**src/hw/rtl/mnvt_pkg.sv**
```systemverilog
package mnvt_pkg;

	localparam int VOICES    = 8;
	localparam int CHANNELS  = 16;
	localparam int VIDX_W    = (VOICES > 1) ? $clog2(VOICES) : 1;
	localparam int CNT_W     = $clog2(VOICES + 1);
	localparam int TBL_DEPTH = CHANNELS * VOICES;
	localparam int TBL_AW    = $clog2(TBL_DEPTH);
	localparam int CH_W      = 4;
	localparam int SLOT_W    = 3;
	localparam int VCNT_W    = 4;
	localparam int UNH_W     = 32;

	localparam logic [3:0] MSG_NOTE_OFF = 4'h8;
	localparam logic [3:0] MSG_NOTE_ON  = 4'h9;
	localparam logic [3:0] MSG_PROGRAM  = 4'hc;
	localparam logic [3:0] DRUM_RESET   = 4'd9;

	typedef enum logic [2:0] {
		EV_PENDING   = 3'd0,
		EV_ADDED     = 3'd1,
		EV_REMOVED   = 3'd2,
		EV_NOMATCH   = 3'd3,
		EV_FULL      = 3'd4,
		EV_DRUM      = 3'd5,
		EV_PROGRAM   = 3'd6,
		EV_UNHANDLED = 3'd7
	} ev_t;

	typedef enum logic [1:0] {
		RD_FIRST,
		RD_NEXT,
		RD_LAST
	} rd_sel_t;

	typedef enum logic [1:0] {
		EMIT_DEC,
		EMIT_REMOVED,
		EMIT_NOMATCH
	} emit_sel_t;

	typedef struct packed {
		logic      load;
		logic      decode;
		logic      rd;
		rd_sel_t   rd_sel;
		logic      idx_clr;
		logic      idx_inc;
		logic      move;
		logic      emit;
		emit_sel_t emit_sel;
	} dp_cmd_t;

	typedef struct packed {
		logic search;
		logic match;
		logic idx_last;
	} dp_stat_t;

endpackage

```
**src/hw/rtl/midi_note_voice_tracker.sv**
```systemverilog
// channel   direction  handshake             fields
// command   in         start / busy          rx_byte
// config    in         cfg_valid / cfg_ready cfg_data (drum channel)
// result    out        done strobe           event_res channel note velocity slot
//                                            voice_count unhandled_total
// a byte is accepted in idle and decoded in the decode state; a note-off search then compares
// the slots one by one, at most 8, and adds a move state when a match is found; one note
// table read per cycle sets the pace of the search
// the result strobe rises in the cycle busy falls; start may be given then
// arst_n clears parse state, counters and voice counts; table contents stay undefined
// results cannot be held off: done is high for exactly one cycle per beat
module midi_note_voice_tracker (
	input  logic        clk,
	input  logic        arst_n,
	input  logic        start,
	output logic        busy,
	input  logic [7:0]  rx_byte,
	input  logic        cfg_valid,
	output logic        cfg_ready,
	input  logic [3:0]  cfg_data,
	output logic        done,
	output logic [2:0]  event_res,
	output logic [3:0]  channel,
	output logic [7:0]  note,
	output logic [7:0]  velocity,
	output logic [2:0]  slot,
	output logic [3:0]  voice_count,
	output logic [31:0] unhandled_total
);

	mnvt_pkg::dp_cmd_t  cmd;
	mnvt_pkg::dp_stat_t stat;

	assign cfg_ready = 1'b1;

	mnvt_ctrl u_ctrl (
		.clk    (clk),
		.arst_n (arst_n),
		.start  (start),
		.busy   (busy),
		.stat   (stat),
		.cmd    (cmd)
	);

	mnvt_dpath u_dpath (
		.clk             (clk),
		.arst_n          (arst_n),
		.rx_byte         (rx_byte),
		.cfg_valid       (cfg_valid),
		.cfg_data        (cfg_data),
		.cmd             (cmd),
		.stat            (stat),
		.done            (done),
		.event_res       (event_res),
		.channel         (channel),
		.note            (note),
		.velocity        (velocity),
		.slot            (slot),
		.voice_count     (voice_count),
		.unhandled_total (unhandled_total)
	);

endmodule

```
**src/hw/rtl/mnvt_ctrl.sv**
```systemverilog
module mnvt_ctrl (
	input  logic                clk,
	input  logic                arst_n,
	input  logic                start,
	output logic                busy,
	input  mnvt_pkg::dp_stat_t  stat,
	output mnvt_pkg::dp_cmd_t   cmd
);

	typedef enum logic [1:0] {
		ST_IDLE,
		ST_DECODE,
		ST_CMP,
		ST_MOVE
	} state_t;

	state_t state_q;
	logic   busy_q;

	assign busy = busy_q;

	always_comb begin
		cmd = '0;
		cmd.rd_sel = mnvt_pkg::RD_FIRST;
		cmd.emit_sel = mnvt_pkg::EMIT_DEC;
		unique case (state_q)
			ST_IDLE: begin
				cmd.load = start;
			end
			ST_DECODE: begin
				cmd.decode = 1'b1;
				if (stat.search) begin
					cmd.rd = 1'b1;
					cmd.rd_sel = mnvt_pkg::RD_FIRST;
					cmd.idx_clr = 1'b1;
				end else begin
					cmd.emit = 1'b1;
					cmd.emit_sel = mnvt_pkg::EMIT_DEC;
				end
			end
			ST_CMP: begin
				if (stat.match) begin
					cmd.rd = 1'b1;
					cmd.rd_sel = mnvt_pkg::RD_LAST;
				end else if (stat.idx_last) begin
					cmd.emit = 1'b1;
					cmd.emit_sel = mnvt_pkg::EMIT_NOMATCH;
				end else begin
					// fetch the next slot while this one is compared
					cmd.rd = 1'b1;
					cmd.rd_sel = mnvt_pkg::RD_NEXT;
					cmd.idx_inc = 1'b1;
				end
			end
			ST_MOVE: begin
				cmd.move = 1'b1;
				cmd.emit = 1'b1;
				cmd.emit_sel = mnvt_pkg::EMIT_REMOVED;
			end
			default: begin
				cmd = '0;
			end
		endcase
	end

	always_ff @(posedge clk or negedge arst_n) begin
		if (!arst_n) begin
			state_q <= ST_IDLE;
			busy_q <= 1'b0;
		end else begin
			unique case (state_q)
				ST_IDLE: begin
					if (start) begin
						state_q <= ST_DECODE;
						busy_q <= 1'b1;
					end
				end
				ST_DECODE: begin
					if (stat.search) begin
						state_q <= ST_CMP;
					end else begin
						state_q <= ST_IDLE;
						busy_q <= 1'b0;
					end
				end
				ST_CMP: begin
					if (stat.match) begin
						state_q <= ST_MOVE;
					end else if (stat.idx_last) begin
						state_q <= ST_IDLE;
						busy_q <= 1'b0;
					end
				end
				ST_MOVE: begin
					state_q <= ST_IDLE;
					busy_q <= 1'b0;
				end
				default: begin
					state_q <= ST_IDLE;
					busy_q <= 1'b0;
				end
			endcase
		end
	end

	a_accept_to_decode: assert property (@(posedge clk) disable iff (!arst_n)
		start && !busy_q |=> state_q == ST_DECODE)
		else $error("accepted beat did not enter decode");

	a_emit_ends_beat: assert property (@(posedge clk) disable iff (!arst_n)
		cmd.emit |=> state_q == ST_IDLE && !busy_q)
		else $error("result emitted but controller still busy");

	a_move_after_match: assert property (@(posedge clk) disable iff (!arst_n)
		state_q == ST_MOVE |-> $past(state_q) == ST_CMP && $past(stat.match))
		else $error("move without a preceding match");

endmodule

```
**src/hw/rtl/mnvt_dpath.sv**
```systemverilog
module mnvt_dpath (
	input  logic                clk,
	input  logic                arst_n,
	input  logic [7:0]          rx_byte,
	input  logic                cfg_valid,
	input  logic [3:0]          cfg_data,
	input  mnvt_pkg::dp_cmd_t   cmd,
	output mnvt_pkg::dp_stat_t  stat,
	output logic                done,
	output logic [2:0]          event_res,
	output logic [3:0]          channel,
	output logic [7:0]          note,
	output logic [7:0]          velocity,
	output logic [2:0]          slot,
	output logic [3:0]          voice_count,
	output logic [31:0]         unhandled_total
);

	typedef enum logic [1:0] {
		PH_IDLE,
		PH_DATA1,
		PH_DATA2,
		PH_PROG
	} ph_t;

	localparam int CW = mnvt_pkg::CNT_W;
	localparam int IW = mnvt_pkg::VIDX_W;
	localparam int AW = mnvt_pkg::TBL_AW;

	logic [7:0]    byte_q;
	ph_t           phase_q;
	logic [7:0]    run_q;
	logic [7:0]    cur_q;
	logic [7:0]    first_q;
	logic [31:0]   unh_q;
	logic [3:0]    drum_q;
	logic [CW-1:0] cnt_q [mnvt_pkg::CHANNELS];
	logic [CW-1:0] n_q;
	logic [IW-1:0] idx_q;
	logic [7:0]    rdata_q;
	logic [7:0]    tbl_mem [mnvt_pkg::TBL_DEPTH];

	logic          done_q;
	mnvt_pkg::ev_t ev_q;
	logic [3:0]    ch_q;
	logic [7:0]    note_q;
	logic [7:0]    vel_q;
	logic [2:0]    slot_q;
	logic [3:0]    vcnt_q;
	logic [31:0]   unh_out_q;

	// decode of the current beat
	logic          is_status;
	logic [7:0]    cs;
	logic [3:0]    cur_ch;
	logic [CW-1:0] ch_cnt;
	ph_t           phase_d;
	logic [7:0]    run_d;
	logic [7:0]    cur_d;
	logic [7:0]    first_d;
	logic [31:0]   unh_d;
	mnvt_pkg::ev_t dec_ev;
	logic [3:0]    dec_ch;
	logic [7:0]    dec_nt;
	logic [7:0]    dec_vel;
	logic [2:0]    dec_slot;
	logic [CW-1:0] dec_cnt;
	logic          add;
	logic          search;
	logic          want_remove;

	logic [AW-1:0] base;
	logic [AW-1:0] rd_addr;
	logic [AW-1:0] wr_addr;
	logic [7:0]    wr_data;
	logic          wr_en;
	logic [CW-1:0] n_less;

	assign is_status = byte_q[7];
	assign cs = is_status ? byte_q : run_q;
	assign cur_ch = cur_q[3:0];
	assign ch_cnt = cnt_q[cur_ch];
	assign n_less = n_q - CW'(1);

	always_comb begin
		phase_d = phase_q;
		run_d = run_q;
		cur_d = cur_q;
		first_d = first_q;
		unh_d = unh_q;
		dec_ev = mnvt_pkg::EV_PENDING;
		dec_ch = cur_ch;
		dec_nt = 8'd0;
		dec_vel = 8'd0;
		dec_slot = 3'd0;
		add = 1'b0;
		search = 1'b0;
		want_remove = 1'b0;
		unique case (phase_q)
			PH_IDLE: begin
				cur_d = cs;
				dec_ch = cs[3:0];
				if (cs[7:4] == mnvt_pkg::MSG_NOTE_OFF ||
						cs[7:4] == mnvt_pkg::MSG_NOTE_ON) begin
					if (is_status) begin
						phase_d = PH_DATA1;
					end else begin
						// data byte under running status
						first_d = byte_q;
						phase_d = PH_DATA2;
					end
				end else if (cs[7:4] == mnvt_pkg::MSG_PROGRAM) begin
					phase_d = PH_PROG;
				end else begin
					unh_d = unh_q + 32'd1;
					dec_ev = mnvt_pkg::EV_UNHANDLED;
				end
			end
			PH_DATA1: begin
				first_d = byte_q;
				phase_d = PH_DATA2;
			end
			PH_DATA2: begin
				dec_nt = first_q;
				dec_vel = byte_q;
				phase_d = PH_IDLE;
				if (cur_q[7:4] == mnvt_pkg::MSG_NOTE_ON) begin
					run_d = cur_q;
					if (cur_ch == drum_q) begin
						dec_ev = mnvt_pkg::EV_DRUM;
					end else if (byte_q != 8'd0) begin
						if (ch_cnt >= CW'(mnvt_pkg::VOICES)) begin
							dec_ev = mnvt_pkg::EV_FULL;
						end else begin
							dec_ev = mnvt_pkg::EV_ADDED;
							dec_slot = 3'(ch_cnt);
							add = 1'b1;
						end
					end else begin
						want_remove = 1'b1;
					end
				end else begin
					want_remove = 1'b1;
				end
				if (want_remove) begin
					if (ch_cnt == '0) begin
						dec_ev = mnvt_pkg::EV_NOMATCH;
					end else begin
						search = 1'b1;
					end
				end
			end
			PH_PROG: begin
				phase_d = PH_IDLE;
				dec_ev = mnvt_pkg::EV_PROGRAM;
			end
			default: begin
				phase_d = PH_IDLE;
			end
		endcase
		dec_cnt = add ? ch_cnt + CW'(1) : cnt_q[dec_ch];
	end

	assign stat.search = search;
	assign stat.match = (rdata_q == first_q);
	assign stat.idx_last = (idx_q == IW'(n_less));

	// note table addressing: one row of VOICES entries per channel
	assign base = AW'(cur_ch) * AW'(mnvt_pkg::VOICES);

	always_comb begin
		case (cmd.rd_sel)
			mnvt_pkg::RD_FIRST: rd_addr = base;
			mnvt_pkg::RD_NEXT:  rd_addr = base + AW'(idx_q) + AW'(1);
			mnvt_pkg::RD_LAST:  rd_addr = base + AW'(n_less);
			default:            rd_addr = base;
		endcase
	end

	assign wr_en = (cmd.decode && add) || cmd.move;
	assign wr_addr = cmd.move ? base + AW'(idx_q) : base + AW'(ch_cnt);
	assign wr_data = cmd.move ? rdata_q : first_q;

	always_ff @(posedge clk) begin
		if (wr_en) begin
			tbl_mem[wr_addr] <= wr_data;
		end
		if (cmd.rd) begin
			rdata_q <= tbl_mem[rd_addr];
		end
	end

	always_ff @(posedge clk) begin
		if (cmd.load) begin
			byte_q <= rx_byte;
		end
		if (cmd.decode) begin
			n_q <= ch_cnt;
		end
		if (cmd.idx_clr) begin
			idx_q <= '0;
		end else if (cmd.idx_inc) begin
			idx_q <= idx_q + IW'(1);
		end
	end

	always_ff @(posedge clk or negedge arst_n) begin
		if (!arst_n) begin
			phase_q <= PH_IDLE;
			run_q <= 8'd0;
			cur_q <= 8'd0;
			first_q <= 8'd0;
			unh_q <= 32'd0;
			drum_q <= mnvt_pkg::DRUM_RESET;
			for (int i = 0; i < mnvt_pkg::CHANNELS; i++) begin
				cnt_q[i] <= '0;
			end
			done_q <= 1'b0;
		end else begin
			if (cfg_valid) begin
				drum_q <= cfg_data;
			end
			if (cmd.decode) begin
				phase_q <= phase_d;
				run_q <= run_d;
				cur_q <= cur_d;
				first_q <= first_d;
				unh_q <= unh_d;
				if (add) begin
					cnt_q[cur_ch] <= ch_cnt + CW'(1);
				end
			end
			if (cmd.move) begin
				cnt_q[cur_ch] <= n_less;
			end
			done_q <= cmd.emit;
		end
	end

	always_ff @(posedge clk) begin
		if (cmd.emit) begin
			case (cmd.emit_sel)
				mnvt_pkg::EMIT_REMOVED: begin
					ev_q <= mnvt_pkg::EV_REMOVED;
					ch_q <= cur_ch;
					note_q <= first_q;
					vel_q <= byte_q;
					slot_q <= 3'(idx_q);
					vcnt_q <= 4'(n_less);
					unh_out_q <= unh_q;
				end
				mnvt_pkg::EMIT_NOMATCH: begin
					ev_q <= mnvt_pkg::EV_NOMATCH;
					ch_q <= cur_ch;
					note_q <= first_q;
					vel_q <= byte_q;
					slot_q <= 3'd0;
					vcnt_q <= 4'(n_q);
					unh_out_q <= unh_q;
				end
				default: begin
					ev_q <= dec_ev;
					ch_q <= dec_ch;
					note_q <= dec_nt;
					vel_q <= dec_vel;
					slot_q <= dec_slot;
					vcnt_q <= 4'(dec_cnt);
					unh_out_q <= unh_d;
				end
			endcase
		end
	end

	assign done = done_q;
	assign event_res = ev_q;
	assign channel = ch_q;
	assign note = note_q;
	assign velocity = vel_q;
	assign slot = slot_q;
	assign voice_count = vcnt_q;
	assign unhandled_total = unh_out_q;

	a_move_needs_entries: assert property (@(posedge clk) disable iff (!arst_n)
		cmd.move |-> n_q != '0 && n_q <= CW'(mnvt_pkg::VOICES))
		else $error("remove with an empty voice list");

endmodule

```
**config.mk**
```make
export PLATFORM = sky130hd
export DESIGN_NAME = midi_note_voice_tracker
export DESIGN_NICKNAME = d
export VERILOG_FILES = /design/src/hw/rtl/mnvt_pkg.sv /design/src/hw/rtl/midi_note_voice_tracker.sv /design/src/hw/rtl/mnvt_ctrl.sv /design/src/hw/rtl/mnvt_dpath.sv
export SDC_FILE = /design/constraint.sdc
export NUM_CORES = 2
export LEC_CHECK = 0
export ABC_AREA = 1
export BUFFER_PORTS_ARGS = -buffer_cell sky130_fd_sc_hd__buf_2
export CORE_ASPECT_RATIO = 0.9
export CORE_MARGIN = 3
export CORE_UTILIZATION = 38
export CTS_BUF_LIST = sky130_fd_sc_hd__clkbuf_8
export DETAILED_ROUTE_END_ITERATION = 12
export HOLD_SLACK_MARGIN = 0.12
export PLACE_DENSITY_LB_ADDON = 0.3
export SKIP_CTS_REPAIR_TIMING = 1
export SLEW_MARGIN = 25
export SYNTH_ARGS = -nofsm -noshare
export SYNTH_HDL_FRONTEND = slang
export SYNTH_SLANG_ARGS = --single-unit
```
**constraint.sdc**
```tcl
create_clock -name clk -period 10.4 [get_ports clk]
set_input_delay 0.52 -clock clk [delete_from_list [all_inputs] [get_ports clk]]
set_output_delay 0.52 -clock clk [all_outputs]
set_load 0.01 [all_outputs]
```
==> qor.txt <==
=================================================================================
Cell depth of the worst flop-to-flop path                                      25
Source-to-sink clock delay at the later pin of the worst-skew pair         930 ps
Wire length of the first global-routing pass                               259 mm
Net count of the mapped netlist                                              5988
Final Hold Violating Endpoints                                                  0
Final cycle utilization of the critical path                                0.719
Critical path peak fanout                                                     170
Layout cell share with drive strength beyond 1                             0.0788
Endpoint of the worst-slack reg-to-reg timing path                   u_dpath.rdata_q[4]
Total wirelength of the detailed-routed design                             173 mm
Pwr dens                                                               227 mW/mm2
Count of input and output buffers                                              79
RSZ-0062 raised after global routing                                        false
CP Data Required Time                                                    11060 ps
End-of-flow core utilization                                                0.425
CP max stage delay                                                         880 ps
Final setup viols                                                               0
Detail-routed via count per cell                                             5.29
Capturing element of the worst setup path                            u_dpath.rdata_q[4]
CP bufs+invs                                                                    5
Number of different library cells in the post-synthesis netlist                45
Instance count of the mapped netlist                                         5956
Reg clk slew, reported paths                                                70 ps
Detailed-route wire length per cell                                       21.3 um
FF+latch count, synth                                                        1239
Capturing element type of the critical path                              register
Via count of the first global-routing pass                                  40900
Type of the setup path with the least slack                          register to register
Detailed-route via count                                                    43000
Crit Reg-Reg Startpoint                                              u_dpath.n_q[0]
Final-stage net count                                                        6012
Std-Cell Core Area                                                      0.151 mm2
Mapped Avg Cell Area                                                     9.73 um2
Number of detailed-route iterations in the first pass                          12
Hold slack                                                                 233 ps
Crit path setup slack, layout                                             2930 ps
Kind of cell adding the most delay to the critical path              buffers and inverters
Sequential element share of the synthesized area                            0.630
Rows                                                                          135
Residual DRC count                                                              0
Number of buffers created by CTS                                              196
Violation count after the first detailed-route iteration                     4787
Worst IR drop on VDD                                                   0.000199 V
Max-cap check violation count                                                   0
Signal arrival time at the worst endpoint                                 8140 ps
Max-Slew Margin vs Limit                                                    0.259
Sum of net half-perimeters after detailed placement                       98.9 mm
Launching element type of the critical path                              register
Chip height                                                                377 um
Width of the die                                                           418 um
Worst clock skew                                                          54.3 ps
Slew at the pin closest to its max-slew limit                             1110 ps
Post-route minimum period                                                 7470 ps
CTS Root Cell                                                        sky130_fd_sc_hd__clkbuf_8
Clock buffer depth                                                              3
Cell leakage power                                                        26.0 nW
Sinks on Clock Net                                                           1239
Worst slack after detailed placement                                      3020 ps
GRT Util Overall                                                            0.215
Cell Count, Final, Fillers Out                                               8131
Placed standard-cell area                                              0.0602 mm2
# IOs                                                                          81
Starting utilization of the core area                                       0.384
Post-detailed-route count of antenna-violating nets                             0
Type of the worst min-delay path                                     input port to async pin
H-tree levels                                                                   4
Highest-delay cell along the critical path                           sky130_fd_sc_hd__buf_4
GPL Wtd Cong                                                                0.886
WP depth                                                                       25
Area of the mapped netlist                                             0.0580 mm2
Post-route design area                                                 0.0641 mm2
CTS tree                                                                     done
Power Total                                                               14.6 mW
Crit-path most repeated cell                                         sky130_fd_sc_hd__nand2_1
Global route overflow                                                           0
Origin of the worst setup path                                       u_dpath.n_q[0]
Number of max-slew violations in the final report                               0
Internal reg-to-reg setup slack                                           2930 ps
Max Clk Rate                                                              134 MHz
# placed instances                                                           7750
Outcome                                                              complete, no violations
Number of warnings printed during yosys synthesis                               0
Maximum number of pins on one net before global-route repair                  171
Sum Neg Setup Slack                                                          0 ps
Die ar.                                                                 0.157 mm2
Growth of design area from synthesis to finish                              10.6%
Initial antenna violation count                                                 1
=================================================================================
==> synthesized netlist by cell type, drive strengths merged <==
master   instances  area (um2)
nor2           322        1260
ha              16         200
xnor2            8        70.1
a21oi           38         190
nand3b         322        2420
xor2            23         201
o211ai          33         248
o21bai           1        7.51
o21a             1        7.51
o21ai          135         694
clkinv           2        7.51
edfxtp        1106       33200
nor3             2        10.0
nand3         1143        5750
o2111ai          1        8.76
a21boi           1        7.51
nor4             3        18.8
or2              7        43.8
conb             1        3.75
o311ai           2        17.5
a31oi            2        12.5
dfxtp            3        60.1
clkbuf         191         717
mux2             4        45.0
dfrtp          128        3200
a22oi            1        12.5
dfstp            2        52.6
buf            143         679
inv            806        3030
nand2         1476        5560
nand4           33         213
==> worst min path at each step <==
stage,start,endpoint,cells after the start
after global placement,u_dpath.run_q[4],u_dpath.run_q[4],2
final,arst_n,u_dpath.cnt_q[19],2
after detailed placement,u_dpath.run_q[4],u_dpath.run_q[4],2
after floorplan,arst_n,u_ctrl.busy,0
after global routing,arst_n,u_dpath.cnt_q[0],2
after CTS,arst_n,u_dpath.cnt_q[2],1
==> cells by family after synthesis <==
logic type,share of synthesized area
xor+xnor,0.00468
other cells,0.0000647
simple gates,0.264
compound gates,0.0208
mux,0.000777
fa+ha+maj,0.00345
buf+inv,0.0764
flops,0.630
==> layout by cell type (no fill, tap or decap), types with 8 or more instances in the layout <==
cell | netlist | layout
sky130_fd_sc_hd__a21oi_1 | 38 | 37
sky130_fd_sc_hd__bufinv_16 | 0 | 8
sky130_fd_sc_hd__nand3b_1 | 322 | 322
sky130_fd_sc_hd__clkinv_1 | 2 | 51
sky130_fd_sc_hd__inv_1 | 799 | 838
sky130_fd_sc_hd__buf_2 | 87 | 78
sky130_fd_sc_hd__nor2_2 | 4 | 8
sky130_fd_sc_hd__xor2_1 | 23 | 23
sky130_fd_sc_hd__o21ai_0 | 122 | 113
sky130_fd_sc_hd__nand4_1 | 32 | 32
sky130_fd_sc_hd__o21ai_1 | 8 | 9
sky130_fd_sc_hd__nand3_1 | 1138 | 1137
sky130_fd_sc_hd__xnor2_1 | 8 | 8
sky130_fd_sc_hd__o21ai_4 | 0 | 9
sky130_fd_sc_hd__o211ai_1 | 33 | 33
sky130_fd_sc_hd__buf_4 | 5 | 59
sky130_fd_sc_hd__clkbuf_8 | 0 | 202
sky130_fd_sc_hd__dlygate4sd3_1 | 0 | 18
sky130_fd_sc_hd__clkinv_2 | 0 | 46
sky130_fd_sc_hd__nand2_1 | 1473 | 1467
sky130_fd_sc_hd__edfxtp_1 | 1106 | 1106
sky130_fd_sc_hd__dfrtp_1 | 128 | 127
sky130_fd_sc_hd__nor2_1 | 313 | 308
sky130_fd_sc_hd__ha_1 | 16 | 14
==> registers in the layout (all words and copies together) (netlist names), 2 cells and up <==
register                 count
u_dpath.byte_q               8
u_dpath.phase_q              2
u_dpath.n_q                  4
u_dpath.rdata_q              8
u_dpath.slot                 3
u_dpath.unh_q               32
u_dpath.run_q                8
u_dpath.first_q              8
u_dpath.event_res            3
u_ctrl.state_q               2
u_dpath.note                 8
u_dpath.unhandled_total     32
u_dpath.drum_q               4
u_dpath.voice_count          4
u_dpath.channel              4
u_dpath.velocity             8
u_dpath.idx_q                3
u_dpath.tbl_mem           1024
u_dpath.cur_q                8
u_dpath.cnt_q               64
==> worst register-to-register path: cells and delay by family, from the launching register on <==
family	cells	cell delay, ps
simple gates	16	2770
compound gates	2	240
fa+ha+maj	2	670
buf+inv	5	3120
flops	1	420
==> routing by layer <==
metal / track usage / vias up / wire length (um)
li1: - / 20000 / -
met2: 0.335 / 1902 / 79100
met4: 0.0752 / 0 / 5470
met1: 0.304 / 20800 / 74600
met3: 0.0371 / 341 / 13900
met5: 0 / - / 0
==> report_power, final <==
part | total (mW) | switching [mW] | internal, mW
clock network | 4.07 | 2.04 | 2.02
registers | 6.54 | 0.155 | 6.38
logic | 3.96 | 3.22 | 0.743
total | 14.6 | 5.42 | 9.15
==> layout make-up <==
| cell class | count | area (um2) |
|---|---|---|
| Antenna cell | 2 | 5.00 |
| Clock buffer | 202 | 2780 |
| Clock inverter | 159 | 953 |
| Fill cell | 14700 | 86900 |
| Inverter | 808 | 3060 |
| Multi-Input combinational cell | 3575 | 17200 |
| Sequential cell | 1239 | 36500 |
| Tap cell | 1986 | 2480 |
| Timing Repair Buffer | 160 | 1100 |
(Power assumes the default switching activity.)
